$ cat src/sv/pdm_pkg.sv
// shared types and constants of the pwm period and duty meter
package pdm_pkg;

  localparam int CLK_W  = 27;
  localparam int TICK_W = 16;
  localparam int DUTY_W = 7;
  localparam int STEP_W = 5;
  localparam int QDEPTH = 2;
  localparam int QAW    = 1;

  localparam logic [CLK_W-1:0]  CLK_RESET  = 27'd16000000;
  localparam logic [DUTY_W-1:0] PCT_SCALE  = 7'd100;
  localparam logic [STEP_W-1:0] FREQ_STEPS = 5'd27;
  localparam logic [STEP_W-1:0] DUTY_STEPS = 5'd7;

  typedef enum logic [1:0] {
    PH_RISE1 = 2'd0,
    PH_FALL  = 2'd1,
    PH_RISE2 = 2'd2
  } pdm_phase_t;

  typedef enum logic [2:0] {
    BK_IDLE,
    BK_LOAD,
    BK_FREQ,
    BK_DUTY,
    BK_OUT
  } pdm_bk_state_t;

  typedef struct packed {
    logic              start;
    logic [STEP_W-1:0] steps;
  } pdm_div_cmd_t;

endpackage

$ cat src/sv/pdm_if.sv
// edge and measurement channel interfaces
interface pdm_in_if #(parameter int CB = 16) ();
  logic          valid;
  logic          ready;
  logic          edge_rising;
  logic [CB-1:0] edge_time;

  modport source (output valid, output edge_rising, output edge_time, input ready);
  modport sink (input valid, input edge_rising, input edge_time, output ready);
endinterface

interface pdm_out_if ();
  logic                         valid;
  logic                         ready;
  logic                         in_range;
  logic [pdm_pkg::TICK_W-1:0]   high_ticks;
  logic [pdm_pkg::TICK_W-1:0]   period_ticks;
  logic [pdm_pkg::CLK_W-1:0]    frequency_hz;
  logic [pdm_pkg::DUTY_W-1:0]   duty_percent;

  modport source (output valid, output in_range, output high_ticks, output period_ticks,
                  output frequency_hz, output duty_percent, input ready);
  modport sink (input valid, input in_range, input high_ticks, input period_ticks,
                input frequency_hz, input duty_percent, output ready);
endinterface

$ cat src/sv/pwm_period_duty_meter.sv
// top level of the pwm period and duty meter
// edges that do not finish a measurement are taken one per cycle while the queue has room
// a result goes from its closing edge through the queue and the idle, load and output states, an in-range one also
// through the frequency and duty divides; the back end takes a new queue entry only after the last one is output,
// and one shared divider does both the 27-step frequency divide and the 7-step duty divide
// reset clears the edge phase, queue, divider and output valid and loads 16000000 as clock rate
module pwm_period_duty_meter #(
  parameter int COUNTER_BITS = 16
) (
  input  logic                      clk,
  input  logic                      rst_n,
  pdm_in_if.sink                    in_chan,
  pdm_out_if.source                 out_chan,
  input  logic                      cfg_we,
  input  logic [pdm_pkg::CLK_W-1:0] cfg_wdata
);

  localparam int W = 2*COUNTER_BITS + 1;

  logic         q_push;
  logic         q_pop;
  logic         q_full;
  logic         q_empty;
  logic [W-1:0] q_wdata;
  logic [W-1:0] q_rdata;

  pdm_front #(.CB(COUNTER_BITS)) u_front (
    .clk     (clk),
    .rst_n   (rst_n),
    .in_chan (in_chan),
    .q_full  (q_full),
    .q_push  (q_push),
    .q_data  (q_wdata)
  );

  pdm_queue #(.W(W)) u_queue (
    .clk   (clk),
    .rst_n (rst_n),
    .push  (q_push),
    .wdata (q_wdata),
    .pop   (q_pop),
    .rdata (q_rdata),
    .full  (q_full),
    .empty (q_empty)
  );

  pdm_back #(.CB(COUNTER_BITS)) u_back (
    .clk       (clk),
    .rst_n     (rst_n),
    .q_empty   (q_empty),
    .q_data    (q_rdata),
    .q_pop     (q_pop),
    .cfg_we    (cfg_we),
    .cfg_wdata (cfg_wdata),
    .out_chan  (out_chan)
  );

endmodule

$ cat src/sv/pdm_queue.sv
// two-entry measurement queue between front and back
module pdm_queue #(
  parameter int W = 33
) (
  input  logic         clk,
  input  logic         rst_n,
  input  logic         push,
  input  logic [W-1:0] wdata,
  input  logic         pop,
  output logic [W-1:0] rdata,
  output logic         full,
  output logic         empty
);

  localparam int AW = pdm_pkg::QAW;
  localparam int D  = pdm_pkg::QDEPTH;

  logic [W-1:0]  mem_r [D];
  logic [AW-1:0] wr_ptr_r, wr_ptr_nxt;
  logic [AW-1:0] rd_ptr_r, rd_ptr_nxt;
  logic [AW:0]   count_r, count_nxt;

  assign full  = (count_r == (AW+1)'(D));
  assign empty = (count_r == '0);
  assign rdata = mem_r[rd_ptr_r];

  always_comb begin
    wr_ptr_nxt = push ? wr_ptr_r + AW'(1) : wr_ptr_r;
    rd_ptr_nxt = pop ? rd_ptr_r + AW'(1) : rd_ptr_r;
    count_nxt  = count_r;
    if (push && !pop) begin
      count_nxt = count_r + (AW+1)'(1);
    end else if (pop && !push) begin
      count_nxt = count_r - (AW+1)'(1);
    end
  end

  always_ff @(posedge clk) begin
    if (!rst_n) begin
      wr_ptr_r <= '0;
      rd_ptr_r <= '0;
      count_r  <= '0;
    end else begin
      wr_ptr_r <= wr_ptr_nxt;
      rd_ptr_r <= rd_ptr_nxt;
      count_r  <= count_nxt;
    end
  end

  always_ff @(posedge clk) begin
    if (push) begin
      mem_r[wr_ptr_r] <= wdata;
    end
  end

endmodule

$ cat src/sv/pdm_front.sv
// edge sequencing and interval classification
module pdm_front #(
  parameter int CB = 16
) (
  input  logic          clk,
  input  logic          rst_n,
  pdm_in_if.sink        in_chan,
  input  logic          q_full,
  output logic          q_push,
  output logic [2*CB:0] q_data
);

  pdm_pkg::pdm_phase_t phase_r, phase_nxt;
  logic [CB-1:0] rise1_r;
  logic [CB-1:0] fall_r;
  logic          acc;
  logic          rising;
  logic [CB-1:0] t;
  logic          in_range;
  logic [CB-1:0] high;
  logic [CB-1:0] period;

  assign in_chan.ready = !q_full;
  assign acc    = in_chan.valid && !q_full;
  assign rising = in_chan.edge_rising;
  assign t      = in_chan.edge_time;

  always_comb begin
    phase_nxt = phase_r;
    if (acc) begin
      unique case (phase_r)
        pdm_pkg::PH_FALL: begin
          if (!rising) phase_nxt = pdm_pkg::PH_RISE2;
        end
        pdm_pkg::PH_RISE2: begin
          if (rising) phase_nxt = pdm_pkg::PH_RISE1;
        end
        default: begin
          if (rising) phase_nxt = pdm_pkg::PH_FALL;
        end
      endcase
    end
  end

  always_comb begin
    in_range = (fall_r > rise1_r) && (fall_r < t);
    high     = fall_r - rise1_r;
    period   = t - rise1_r;
    q_push   = acc && rising && (phase_r == pdm_pkg::PH_RISE2);
    q_data   = {in_range, in_range ? high : '0, in_range ? period : '0};
  end

  always_ff @(posedge clk) begin
    if (!rst_n) begin
      phase_r <= pdm_pkg::PH_RISE1;
    end else begin
      phase_r <= phase_nxt;
    end
  end

  always_ff @(posedge clk) begin
    if (acc && rising && phase_r != pdm_pkg::PH_FALL && phase_r != pdm_pkg::PH_RISE2) begin
      rise1_r <= t;
    end
    if (acc && !rising && phase_r == pdm_pkg::PH_FALL) begin
      fall_r <= t;
    end
  end

endmodule

$ cat src/sv/pdm_div.sv
// shared restoring divider, one quotient bit per cycle
module pdm_div #(
  parameter int CB = 16
) (
  input  logic                       clk,
  input  logic                       rst_n,
  input  pdm_pkg::pdm_div_cmd_t      cmd,
  input  logic [CB-1:0]              rem_init,
  input  logic [pdm_pkg::CLK_W-1:0]  dvd_init,
  input  logic [CB-1:0]              divisor,
  output logic [pdm_pkg::CLK_W-1:0]  quot,
  output logic                       done
);

  localparam int DW = pdm_pkg::CLK_W;

  logic [CB-1:0]              rem_r;
  logic [DW-1:0]              dvd_r;
  logic [DW-1:0]              q_r;
  logic [pdm_pkg::STEP_W-1:0] cnt_r;
  logic                       busy_r;
  logic                       done_r;
  logic [CB:0]                sh;
  logic [CB:0]                diff;
  logic                       ge;
  logic [CB-1:0]              rem_step;

  always_comb begin
    sh       = {rem_r, dvd_r[DW-1]};
    diff     = sh - {1'b0, divisor};
    ge       = (sh >= {1'b0, divisor});
    rem_step = ge ? diff[CB-1:0] : sh[CB-1:0];
  end

  assign quot = q_r;
  assign done = done_r;

  always_ff @(posedge clk) begin
    if (!rst_n) begin
      busy_r <= 1'b0;
      done_r <= 1'b0;
      cnt_r  <= '0;
    end else begin
      done_r <= 1'b0;
      if (cmd.start) begin
        busy_r <= 1'b1;
        cnt_r  <= cmd.steps;
      end else if (busy_r) begin
        cnt_r <= cnt_r - pdm_pkg::STEP_W'(1);
        if (cnt_r == pdm_pkg::STEP_W'(1)) begin
          busy_r <= 1'b0;
          done_r <= 1'b1;
        end
      end
    end
  end

  always_ff @(posedge clk) begin
    if (cmd.start) begin
      rem_r <= rem_init;
      dvd_r <= dvd_init;
      q_r   <= '0;
    end else if (busy_r) begin
      rem_r <= rem_step;
      dvd_r <= {dvd_r[DW-2:0], 1'b0};
      q_r   <= {q_r[DW-2:0], ge};
    end
  end

endmodule

$ cat src/sv/pdm_back.sv
// measurement arithmetic sequencer and output register
module pdm_back #(
  parameter int CB = 16
) (
  input  logic                      clk,
  input  logic                      rst_n,
  input  logic                      q_empty,
  input  logic [2*CB:0]             q_data,
  output logic                      q_pop,
  input  logic                      cfg_we,
  input  logic [pdm_pkg::CLK_W-1:0] cfg_wdata,
  pdm_out_if.source                 out_chan
);

  localparam int DW = pdm_pkg::CLK_W;
  localparam int TW = pdm_pkg::TICK_W;
  localparam int PW = pdm_pkg::DUTY_W;

  pdm_pkg::pdm_bk_state_t state_r, state_nxt;
  pdm_pkg::pdm_div_cmd_t  cmd;

  logic [DW-1:0]   clk_hz_r;
  logic            ent_in_range_r;
  logic [CB-1:0]   ent_high_r;
  logic [CB-1:0]   ent_period_r;
  logic [CB+PW-1:0] prod_r;
  logic [DW-1:0]   freq_r;
  logic [PW-1:0]   duty_r;
  logic            out_valid_r, out_valid_nxt;
  logic            out_in_range_r;
  logic [TW-1:0]   out_high_r;
  logic [TW-1:0]   out_period_r;
  logic [DW-1:0]   out_freq_r;
  logic [PW-1:0]   out_duty_r;
  logic            out_load;
  logic [CB-1:0]   rem_init;
  logic [DW-1:0]   dvd_init;
  logic [DW-1:0]   quot;
  logic            div_done;

  pdm_div #(.CB(CB)) u_div (
    .clk      (clk),
    .rst_n    (rst_n),
    .cmd      (cmd),
    .rem_init (rem_init),
    .dvd_init (dvd_init),
    .divisor  (ent_period_r),
    .quot     (quot),
    .done     (div_done)
  );

  always_comb begin
    state_nxt = state_r;
    unique case (state_r)
      pdm_pkg::BK_IDLE: begin
        if (!q_empty) state_nxt = pdm_pkg::BK_LOAD;
      end
      pdm_pkg::BK_LOAD: begin
        state_nxt = ent_in_range_r ? pdm_pkg::BK_FREQ : pdm_pkg::BK_OUT;
      end
      pdm_pkg::BK_FREQ: begin
        if (div_done) state_nxt = pdm_pkg::BK_DUTY;
      end
      pdm_pkg::BK_DUTY: begin
        if (div_done) state_nxt = pdm_pkg::BK_OUT;
      end
      pdm_pkg::BK_OUT: begin
        if (out_load) state_nxt = pdm_pkg::BK_IDLE;
      end
      default: state_nxt = pdm_pkg::BK_IDLE;
    endcase
  end

  always_comb begin
    q_pop     = (state_r == pdm_pkg::BK_IDLE) && !q_empty;
    out_load  = (state_r == pdm_pkg::BK_OUT) && (!out_valid_r || out_chan.ready);
    cmd.start = 1'b0;
    cmd.steps = pdm_pkg::FREQ_STEPS;
    rem_init  = prod_r[CB+PW-1:PW];
    dvd_init  = {prod_r[PW-1:0], (DW-PW)'(0)};
    unique case (state_r)
      pdm_pkg::BK_LOAD: begin
        cmd.start = ent_in_range_r;
        rem_init  = '0;
        dvd_init  = clk_hz_r;
      end
      pdm_pkg::BK_FREQ: begin
        cmd.start = div_done;
        cmd.steps = pdm_pkg::DUTY_STEPS;
      end
      default: begin
      end
    endcase
    out_valid_nxt = out_load ? 1'b1 : (out_chan.ready ? 1'b0 : out_valid_r);
  end

  always_ff @(posedge clk) begin
    if (!rst_n) begin
      state_r     <= pdm_pkg::BK_IDLE;
      out_valid_r <= 1'b0;
      clk_hz_r    <= pdm_pkg::CLK_RESET;
    end else begin
      state_r     <= state_nxt;
      out_valid_r <= out_valid_nxt;
      if (cfg_we) clk_hz_r <= cfg_wdata;
    end
  end

  always_ff @(posedge clk) begin
    if (q_pop) begin
      {ent_in_range_r, ent_high_r, ent_period_r} <= q_data;
    end
    if (state_r == pdm_pkg::BK_LOAD) begin
      prod_r <= (CB+PW)'(ent_high_r) * (CB+PW)'(pdm_pkg::PCT_SCALE);
    end
    if (state_r == pdm_pkg::BK_FREQ && div_done) begin
      freq_r <= quot;
    end
    if (state_r == pdm_pkg::BK_DUTY && div_done) begin
      duty_r <= quot[PW-1:0];
    end
    if (out_load) begin
      out_in_range_r <= ent_in_range_r;
      out_high_r     <= ent_in_range_r ? TW'(ent_high_r) : '0;
      out_period_r   <= ent_in_range_r ? TW'(ent_period_r) : '0;
      out_freq_r     <= ent_in_range_r ? freq_r : '0;
      out_duty_r     <= ent_in_range_r ? duty_r : '0;
    end
  end

  assign out_chan.valid        = out_valid_r;
  assign out_chan.in_range     = out_in_range_r;
  assign out_chan.high_ticks   = out_high_r;
  assign out_chan.period_ticks = out_period_r;
  assign out_chan.frequency_hz = out_freq_r;
  assign out_chan.duty_percent = out_duty_r;

endmodule

$ cat src/flat_wrapper.sv
// flat-port wrapper written by rule: the top's interface ports become plain ports
module pwm_period_duty_meter_flat 
#(
  parameter int COUNTER_BITS = 16
)
  (clk, rst_n, cfg_we, cfg_wdata, in_chan_valid, in_chan_edge_rising, in_chan_edge_time, in_chan_ready, out_chan_valid, out_chan_in_range, out_chan_high_ticks, out_chan_period_ticks, out_chan_frequency_hz, out_chan_duty_percent, out_chan_ready);
  pdm_in_if in_chan_i ();
  pdm_out_if out_chan_i ();
  input  logic clk;
  input  logic rst_n;
  input  logic cfg_we;
  input  logic [pdm_pkg::CLK_W-1:0] cfg_wdata;
  input wire logic [$bits(in_chan_i.valid)-1:0] in_chan_valid;
  input wire logic [$bits(in_chan_i.edge_rising)-1:0] in_chan_edge_rising;
  input wire logic [$bits(in_chan_i.edge_time)-1:0] in_chan_edge_time;
  output wire logic [$bits(in_chan_i.ready)-1:0] in_chan_ready;
  output wire logic [$bits(out_chan_i.valid)-1:0] out_chan_valid;
  output wire logic [$bits(out_chan_i.in_range)-1:0] out_chan_in_range;
  output wire logic [$bits(out_chan_i.high_ticks)-1:0] out_chan_high_ticks;
  output wire logic [$bits(out_chan_i.period_ticks)-1:0] out_chan_period_ticks;
  output wire logic [$bits(out_chan_i.frequency_hz)-1:0] out_chan_frequency_hz;
  output wire logic [$bits(out_chan_i.duty_percent)-1:0] out_chan_duty_percent;
  input wire logic [$bits(out_chan_i.ready)-1:0] out_chan_ready;
  assign in_chan_i.valid = in_chan_valid;
  assign in_chan_i.edge_rising = in_chan_edge_rising;
  assign in_chan_i.edge_time = in_chan_edge_time;
  assign in_chan_ready = in_chan_i.ready;
  assign out_chan_valid = out_chan_i.valid;
  assign out_chan_in_range = out_chan_i.in_range;
  assign out_chan_high_ticks = out_chan_i.high_ticks;
  assign out_chan_period_ticks = out_chan_i.period_ticks;
  assign out_chan_frequency_hz = out_chan_i.frequency_hz;
  assign out_chan_duty_percent = out_chan_i.duty_percent;
  assign out_chan_i.ready = out_chan_ready;
  pwm_period_duty_meter #(.COUNTER_BITS(COUNTER_BITS)) u_core (.clk(clk), .rst_n(rst_n), .in_chan(in_chan_i), .out_chan(out_chan_i), .cfg_we(cfg_we), .cfg_wdata(cfg_wdata));
endmodule
$ cat config.mk
export PLATFORM = sky130hd
export DESIGN_NAME = pwm_period_duty_meter_flat
export DESIGN_NICKNAME = d
export VERILOG_FILES = /design/src/sv/pdm_pkg.sv /design/src/sv/pdm_if.sv /design/src/sv/pwm_period_duty_meter.sv /design/src/sv/pdm_queue.sv /design/src/sv/pdm_front.sv /design/src/sv/pdm_div.sv /design/src/sv/pdm_back.sv /design/src/flat_wrapper.sv
export SDC_FILE = /design/constraint.sdc
export NUM_CORES = 1
export LEC_CHECK = 0
export BUFFER_PORTS_ARGS = -buffer_cell sky130_fd_sc_hd__buf_2
export CAP_MARGIN = 40
export CORE_ASPECT_RATIO = 0.6
export CORE_MARGIN = 2
export CORE_UTILIZATION = 28
export DETAILED_ROUTE_END_ITERATION = 6
export GPL_ROUTABILITY_DRIVEN = 0
export GPL_TIMING_DRIVEN = 0
export PLACE_DENSITY_LB_ADDON = 0.2
export SLEW_MARGIN = 5
export SYNTH_ARGS = -nofsm -noshare
export SYNTH_HDL_FRONTEND = slang
export SYNTH_SLANG_ARGS = --single-unit
$ cat constraint.sdc
create_clock -name clk -period 3.8 [get_ports clk]
set_input_delay 0.76 -clock clk [delete_from_list [all_inputs] [get_ports clk]]
set_output_delay 0.76 -clock clk [all_outputs]
set_load 0.005 [all_outputs]
Yosys cells after proc, flatten, opt, wreduce, memory -nomap -nowiden. Memory sizes are Yosys's and may differ from the RTL's. A register that Yosys moved wholly into a read port is not among the register bits. Index checks and enable logic that the tools add are counted.

ROM bits: 0. Output and inout port bits: 69. Word-level logic and storage cells: 117. Memories: 1. Bits in writable memories: 66. Register bits: 268. Bits in latches: 0.

Memories: u_core.u_queue.mem_r (depth 2, bits a word 33, read ports 1, clocked after memory_dff 1, wr ports 1, line pdm_queue.sv:18) `logic [W-1:0] mem_r [D];`.

Equality and inequality tests: 16. Add/subtract/negate cells: 8. Div/mod/pow operators: 0. Magnitude comparators: 3. Bitwise logic cells: 2. Mux-type cells: 33. Reductions and logical operators: 30. Shifts and indexed selects: 0. Multiply operators: 1.

Operators by type and width (count): two-way mux 16 bit (6); two-way mux 27 bit (3); subtractor 16 bit (3); multiplier 16 x 5 -> 21 bit (second input constant) (1); >= comparator 17 x 16 -> 1 bit (1); greater-than comparator 16 bit (1); less-than comparator 16 bit (1); two-way mux 3 bit (5); two-way mux 5 bit (3); one-hot mux 3 bit (5 select lines) (1); logical AND 1 bit (14); two-way mux 2 bit (5); inequality test 2 bit (second input constant) (5); two-way mux 1 bit (8); AND reduction 4 bit (2); nonzero test 2 bit (4); equality test 3 x 2 -> 1 bit (second input constant) (2); zero test 1 bit (6); inequality test 2 x 1 -> 1 bit (second input constant) (3); equality test 5 x 1 -> 1 bit (second input constant) (1); subtractor 5 x 1 -> 5 bit (second input constant) (1); equality test 2 bit (second input constant) (2); one-hot mux 2 bit (2 select lines) (1); equality test 3 x 1 -> 1 bit (second input constant) (1); other kinds (11) (13).

Depth between registers and ports, before layout. Gate-level depths: netlist of run 1.

Depth after elaboration: 9. Depth in mapped cells: 13.

Modules after synthesis. From an unflattened synthesis of run 1, not the netlist that was laid out.

Cells, all modules: 1476. Area total of the unflattened synthesis: 18347.6 um2.

By module, submodules not included: pdm_back (sequential area each 5275.1 um2, area an instance 8215.4 um2, cells an instance 587, times used 1); pdm_div (sequential area each 1971.9 um2, area an instance 4187.8 um2, cells an instance 396, times used 1); pdm_front (sequential area each 1001.0 um2, area an instance 3352.0 um2, cells an instance 368, times used 1); pdm_queue (sequential area each 2082.0 um2, area an instance 2592.5 um2, cells an instance 125, times used 1).

Worst setup path after synthesis of run 1. Ideal clock, no wire load.

Path kind: in2reg. Start: in out_chan_ready. End: reg u_core.u_back.out_duty_r[0] (netlist: u_core.u_back.out_chan.duty_percent[0]) (enable). Required time: 3308 ps. Data arrival time: 3611 ps. Path buffers: 0. Stages: 2. Setup slack: -303 ps. Library setup time: 492 ps. Cell sequence: nor2b_1 -> nor2_1.

Word-level cells in the longest chain between the ends: 2.

RTL lines: start: declaration (line flat_wrapper.sv:23) `input wire logic [$bits(out_chan_i.ready)-1:0] out_chan_ready;`; logical OR 1 bit (line pdm_back.sv:76) `out_load = (state_r == pdm_pkg::BK_OUT) && (!out_valid_r || out_chan.ready);`; logical AND 1 bit (line pdm_back.sv:76); named net u_core.u_back.out_load (line pdm_back.sv:35) `logic out_load;`; end signal: assignment (line pdm_back.sv:127) `out_duty_r <= ent_in_range_r ? duty_r : '0;`; end: declaration (line pdm_back.sv:34) `logic [PW-1:0] out_duty_r;`.

The timed path passes the listed nets, and every way through them passes these cells. A chain may end at the register's enable or synchronous reset.

Worst setup path after layout of run 1.
Start: reg u_core.u_back.ent_high_r[3], read port of u_core.u_queue.mem_r. End: reg u_core.u_back.prod_r[20], data pin.

Word-level cells in the longest chain between the ends: 1.

RTL lines: start: declaration (line pdm_back.sv:24) `logic [CB-1:0] ent_high_r;`; multiplier 16 x 5 -> 21 bit (line pdm_back.sv:114) `prod_r <= (CB+PW)'(ent_high_r) * (CB+PW)'(pdm_pkg::PCT_SCALE);`; end signal: assignment (line pdm_back.sv:114); end: declaration (line pdm_back.sv:26) `logic [CB+PW-1:0] prod_r;`.

No other way between the ends.

==> flow_metrics.py, run 1 <==
metrics = {
    "global_route": {
        "first_global_vias": 11220,
        "globalRouteTotalUtil_pct": 12.95,
        "grt_max_degree": 34,
        "overflow": 0,
        "grt_pass1_wl_um": 65410,
        "antenna_found_initial": 2,
    },
    "synth": {
        "synthFlopType": "edfxtp_1",
        "yosysTopAreaCell": "edfxtp_1",
        "yosys_warnings": 0,
        "synth.top_cell.area_share_pct": 50.19,
        "syn_area_sq_um": 17710,
        "ys_ff_latch": 367,
        "ys_seq_area_share_pct": 58.21,
        "ys_types": 77,
        "ys_top_cells_by_area": "edfxtp_1 50%, ha_1 8.5%, dfxtp_1 8.0%, mux2i_1 3.4%, and2_1 2.6%",
        "syn_inst": 1430,
        "synth_edf_count": 296,
        "synth_area_per_cell_sq_um": 12.39,
        "synth_fp_nets": 1613,
        "async_reset_ff_share_pct": 0,
    },
    "timing": {
        "period_share_pct": 94.61,
        "final_max_slew_viol_count": 0,
        "setup_viol": 0,
        "fin_setup_tns_ns": 0,
        "hold_viol_final": 0,
        "max_freq_mhz": 278.2,
        "timing.hold.ws_ns": 0.4385,
        "max_slew_margin_pct": 42.78,
        "min_period_ns": 3.595,
        "worst_pin_slew_ns": 0.8537,
        "clock_skew_ns": 0.02070,
    },
    "drt": {
        "ant_nets": 0,
        "drc_errors": 0,
        "drt_wl_total_um": 41790,
        "post_drt_via_cell_ratio": 4.440,
        "via_count": 10984,
        "firstDrtPassIters": 5,
        "drtIter0Drc": 598,
        "wire_per_inst_um": 16.89,
    },
    "layout": {
        "nFillCells": 6247,
        "final_cell_mix": "296 x edfxtp_1, 122 x buf_2, 120 x ha_1",
        "multiInputGateArea_sq_um": 6822,
        "seq_area_sq_um": 10310,
        "drive_gt1_share_pct": 16.53,
        "mostFrequentLayoutCell": "edfxtp_1",
        "layout.nets": 1786,
        "syn_to_final_growth_pct": 18.10,
    },
    "worst_setup_path": {
        "arrival_ns": 3.89,
        "critPathLaunchType": "register",
        "crit_buf_inv": 1,
        "critPathMostFrequentCell": "ha_1",
        "end_kind": "register",
        "worstSetupPathType": "reg2reg",
        "cp_num_cells": 12,
        "ff2ff_path_depth": 12,
        "path_cells": "ha_1, ha_1, fa_1, ha_1, a211o_1, o211ai_1, a221oi_2, buf_4, a211oi_1, o21bai_1, a21oi_1, xnor2_1",
        "worstPathRequired_ns": 4.09,
        "critPathMaxStageDelay_ns": 0.48,
        "crit_family": "adder cells",
        "worst_path_max_delay_cell": "edfxtp_1",
        "cp_max_fo": 5,
    },
    "flow_run": {
        "maxCapViolations": 0,
    },
    "floorplan": {
        "die-area_sq_um": 65350,
        "core_area_sq_um": 62630,
        "die-width_um": 328.7,
        "io_pins": 118,
        "rows": 71,
        "die_y_um": 198.8,
        "initial_core_util_pct": 28.28,
    },
    "placed_design": {
        "io_buffers": 116,
        "dp.final_hpwl_um": 31280,
    },
    "cts": {
        "cts_tree": "built",
        "clock_path_buffers": 3,
        "clkTransAtPathRegs_ns": 0.06,
        "cts_sinks": 367,
        "h-tree-depth": 2,
        "clk_latency_ns": 0.54,
        "cts_inserted_buffers": 41,
        "cts_hold_buf": 0,
        "root_buffer": "clkbuf_16",
    },
    "status": {
        "status": "completed",
    },
    "pwr": {
        "leakagePower_nw": 8.194,
        "ir_drop_mv": 0.4070,
        "power_density_nw_per_um2": 745.9,
    },
    "hold_path": {
        "hold_class": "reg2reg",
        "holdPathStages": 0,
    },
}
-- state kept, by name, summed over array words and instances (netlist names), 21 cells and up --
register and count:
u_core.u_back.clk_hz_r 27, u_core.u_back.out_chan.frequency_hz 27, u_core.u_back.u_div.dvd_r 27, u_core.u_queue.mem_r 66, u_core.u_back.freq_r 27, u_core.u_back.u_div.quot 27, u_core.u_back.prod_r 21
-- cell families (layout without fill, tap and decap cells) --
kind of cell,after synthesis,count (layout),share of synthesized area (%)
flops,367,367,58.21
compound gates,228,228,8.612
other cells,0,2,0
mux,95,95,5.609
buf+inv,162,365,3.575
fa+ha+maj,134,134,10.06
xor+xnor,58,58,2.868
simple gates,386,386,11.06
-- worst register-to-register path: cells and delay by family (launching register included) --
family / cells / cell delay [ns]
flip-flops: 1 / 0.48
buffers and inverters: 1 / 0.17
AO/OA/AOI/OAI: 6 / 1.15
adder cells (fa/ha/maj): 4 / 1.47
XOR/XNOR: 1 / 0.08
-- final cells by class --
cell class	instances	share of cell area, %
Clock inverter	24	1.143
Sequential cell	367	49.29
Inverter	115	2.064
Timing Repair Buffer	130	3.727
Buffer	47	0.9691
Clock buffer	49	5.150
Antenna cell	2	0.02393
Tap cell	839	5.019
Multi-Input combinational cell	901	32.61
-- cell usage after synthesis, types with 33 or more instances --
master / count
mux2_2: 34
nand2_1: 108
dfxtp_1: 71
mux2i_1: 61
a21oi_1: 53
xnor2_1: 33
edfxtp_1: 296
ha_1: 120
inv_1: 114
nor2b_1: 34
and2_1: 74
nor2_1: 91
o21ai_0: 65
-- routing by layer --
metal,routed length (um),vias to the layer above,track usage [%]
li1,-,5465,-
met1,22920,5295,20.59
met2,16380,171,18.13
met3,1859,53,2.194
met4,636,0,2.401
met5,0,-,0
-- final timing paths --
kind,startpoint,end,slack (ns)
worst max register to register,u_core.u_back.ent_high_r[3],u_core.u_back.prod_r[20],0.20
worst min-delay path,u_core.u_back.u_div.quot[26],u_core.u_back.freq_r[26],0.44
worst max-delay path,u_core.u_back.ent_high_r[3],u_core.u_back.prod_r[20],0.20
worst min register to register,u_core.u_back.u_div.quot[26],u_core.u_back.freq_r[26],0.44
-- report_power, final --
part / total, W / leakage, nW / internal, W / switching, W
sequential: 0.00573 / 3.32 / 0.00540 / 0.000333
clock: 0.00395 / 0.647 / 0.00231 / 0.00164
combinational: 0.00592 / 4.23 / 0.00247 / 0.00345
total: 0.0156 / 8.19 / 0.0102 / 0.00543
-- stage by stage --
| stage | std cells | worst slack [ns] | total power (W) | util, % | area [sq um] |
|---|---|---|---|---|---|
| global route | 2472 | -0.006159 | 0.01677 | 33.39 | 20910 |
| global placement | 2385 | -0.4003 | 0.01146 | 30.89 | 19340 |
| CTS | 2468 | 0.1254 | 0.01567 | 33.32 | 20870 |
| floorplan | 1430 | 0.5874 | 0.01004 | - | 17710 |
| finish | 2474 | 0.2050 | 0.01560 | 33.40 | 20920 |
| detailed placement | 2395 | -0.06279 | 0.01160 | 31.21 | 19550 |
-- repair_timing --
| action | 4_1_cts | 5_1_grt |
|---|---|---|
| endpoints found under the setup margin | 1 | 4 |
| resized for setup | 2 | 3 |
| cloned | 0 | 0 |
| buffers inserted | 0 | 4 |
| pin swaps | 0 | 1 |
Power figures use the tool's default switching activity.
==> run 2, diff against run 1 <==
--- a/config.mk
+++ b/config.mk
@@ -13,7 +13,7 @@
 export DETAILED_ROUTE_END_ITERATION = 6
 export GPL_ROUTABILITY_DRIVEN = 0
 export GPL_TIMING_DRIVEN = 0
-export PLACE_DENSITY_LB_ADDON = 0.2
+export PLACE_DENSITY = 0.51
 export SLEW_MARGIN = 5
 export SYNTH_ARGS = -nofsm -noshare
 export SYNTH_HDL_FRONTEND = slang
==> constraint.sdc (replaced) <==
create_clock -name clk -period 3.8 [get_ports clk]
set_input_delay 0.38 -clock clk [delete_from_list [all_inputs] [get_ports clk]]
set_output_delay 0.38 -clock clk [all_outputs]
set_load 0.005 [all_outputs]
==> run 2 against run 1 <==
  * Critical path depth down 1
  * Sequential share of layout area shrank 0.23 points
  * Maximum frequency decreased by 2.0%
  * Non-clock buffer count decreased by 5
  * Flip-flop and latch count stayed put
  * Design area is 0.48% higher
  * Worst setup slack lost 0.073 ns
  * Worst hold slack worse by 0.41 ns
  * Largest cell class unchanged
  * Largest power group unchanged
==> flow_metrics.py, run 2 (synthesis gave the netlist of run 1 again) <==
metrics = {
    "global_route": {
        "grt_max_degree": 34,
        "grt_pass1_wl_um": 64360,
        "antenna_found_initial": 3,
        "overflow": 0,
        "globalRouteTotalUtil_pct": 12.90,
        "first_global_vias": 10922,
    },
    "cts": {
        "clock_path_buffers": 3,
        "cts_tree": "built",
        "h-tree-depth": 2,
        "root_buffer": "clkbuf_16",
        "clk_latency_ns": 0.57,
        "cts_inserted_buffers": 41,
        "cts_sinks": 367,
        "clkTransAtPathRegs_ns": 0.07,
        "post_cts_buffers": 0,
    },
    "floorplan": {
        "io_pins": 118,
        "die-width_um": 328.7,
        "core_area_sq_um": 62630,
        "rows": 71,
        "die-area_sq_um": 65350,
        "initial_core_util_pct": 28.28,
        "die_y_um": 198.8,
    },
    "layout": {
        "mostFrequentLayoutCell": "edfxtp_1",
        "nFillCells": 6270,
        "drive_gt1_share_pct": 16.45,
        "largest-register": "u_core.u_queue.mem_r",
        "final_cell_mix": "296 x edfxtp_1, 122 x buf_2, 120 x ha_1",
        "largest_register_ffs": 66,
        "syn_to_final_growth_pct": 18.66,
        "layout.nets": 1781,
    },
    "timing": {
        "hold_viol_final": 0,
        "final_max_slew_viol_count": 0,
        "clock_skew_ns": 0.02717,
        "setup_ws_ns": 0.1315,
        "period_share_pct": 96.54,
        "max_slew_margin_pct": 41.08,
        "max_freq_mhz": 272.6,
        "worst_pin_slew_ns": 0.8838,
        "min_period_ns": 3.668,
        "setup_viol": 0,
    },
    "worst_setup_path": {
        "worstReg2RegEnd": "u_core.u_back.prod_r[22]",
        "rr_startpoint": "u_core.u_back.ent_high_r[2]",
        "critPathMostFrequentCell": "ha_1",
        "end_kind": "register",
        "worstSetupPathType": "reg2reg",
        "critPathLaunchType": "register",
        "worst_path_max_delay_cell": "edfxtp_1",
        "ff2ff_path_depth": 11,
        "path_cells": "ha_1, ha_1, fa_1, ha_1, a211o_1, o211ai_1, a221oi_4, a21oi_1, o21ai_0, a21oi_1, xnor2_1",
        "crit_buf_inv": 0,
        "critPathMaxStageDelay_ns": 0.50,
        "arrival_ns": 3.99,
        "worstPathRequired_ns": 4.12,
        "r2r_slack_ns": 0.13,
        "crit_family": "adder cells",
        "cp_max_fo": 5,
    },
    "drt": {
        "via_count": 11110,
        "wire_per_inst_um": 17.03,
        "drt_wl_total_um": 42040,
        "routed.top_layer": "met4",
        "drtIter0Drc": 756,
        "wl_met1_um": 23330,
        "wl_met3_um": 1961,
        "post_drt_via_cell_ratio": 4.500,
        "route.met2.wl_um": 15930,
        "firstDrtPassIters": 5,
        "ant_nets": 0,
        "drc_errors": 0,
    },
    "pwr": {
        "power_density_nw_per_um2": 759.6,
        "ir_drop_mv": 0.5144,
        "leakagePower_nw": 8.239,
        "total_power_w": 0.01596,
    },
    "hold_path": {
        "min_from": "cfg_wdata[21]",
        "hold_class": "in2reg",
        "holdPathStages": 3,
        "hold_end": "u_core.u_back.clk_hz_r[21]",
    },
    "placed_design": {
        "pre_cts_ws_ns": -0.06401,
        "dp.final_hpwl_um": 31200,
        "io_buffers": 116,
    },
    "flow_run": {
        "maxCapViolations": 0,
    },
    "status": {
        "status": "completed",
    },
}
-- run 2: cell count changes in the layout (fill, tap and decap cells not counted), moves of 2 or more --
| cell | change |
|---|---|
| clkbuf_8 | +6 |
| clkinv_2 | -7 |
| clkbuf_1 | -2 |
| buf_4 | -4 |
| inv_6 | +4 |
| bufinv_16 | +2 |
-- run 2: tightest hold or removal path, stage by stage --
cell	delay, ns
buf_2	0.08
mux2i_1	0.05
nand2_1	0.06
-- run 2: worst max path at each step --
stage,start,end,depth (start not counted),slack [ns]
after floorplan,u_core.u_back.ent_high_r[6],u_core.u_back.prod_r[19],13,0.59
after global placement,u_core.u_back.state_r[2],u_core.u_back.out_chan.period_ticks[12],3,-0.16
after detailed placement,u_core.u_back.ent_high_r[6],u_core.u_back.prod_r[22],12,-0.06
after CTS,u_core.u_back.ent_high_r[6],u_core.u_back.prod_r[21],13,0.16
after global routing,u_core.u_back.ent_high_r[2],u_core.u_back.prod_r[22],11,-0.005
final,u_core.u_back.ent_high_r[2],u_core.u_back.prod_r[22],11,0.13
-- run 2: report_power, final --
part / total (W) / leakage [nW] / switching [W] / internal [W]
Clock: 0.00430 / 0.708 / 0.00169 / 0.00260
Sequential: 0.00575 / 3.32 / 0.000353 / 0.00540
Combinational: 0.00591 / 4.21 / 0.00347 / 0.00244
Total: 0.0160 / 8.24 / 0.00552 / 0.0104
-- run 2: final cells by class --
type,count,area [sq um],share of cell area [%]
multi-input cells,901,6829,32.49
flip-flops and latches,367,10310,49.06
repair buffers,125,738.2,3.513
plain buffers,47,202.7,0.9645
inverters,115,431.7,2.054
diodes,1,2.502,0.01191
clock buffers,54,1177,5.602
well taps,839,1050,4.995
clock inverters,20,275.3,1.310
-- run 2: metrics by stage --
stage | cell area [sq um] | hold slack [ns] | util [%] | setup TNS (ns) | cells
3_5_place_dp | 19530 | 0.4273 | 31.19 | -0.06401 | 2394
6_report | 21020 | 0.03264 | 33.56 | 0 | 2469
5_1_grt | 21010 | 0.02293 | 33.55 | -0.005323 | 2468
2_1_floorplan | 17710 | 0.4076 | - | 0 | 1430
4_1_cts | 20990 | 0.003787 | 33.52 | 0 | 2468
3_3_place_gp | 19340 | 0.4204 | 30.89 | -9.069 | 2385
-- run 2: timing repair --
action,CTS,global route
hold buffers,0,0
resized for setup,2,3
endpoints found under the setup margin,1,3
hold endpoints to repair,0,0
-- run 2: per-layer routing --
layer | track usage, % | up-vias
met2 | 16.99 | 212
met1 | 20.72 | 5358
met3 | 2.573 | 59
met4 | 3.501 | 0
li1 | - | 5481
met5 | 0 | -
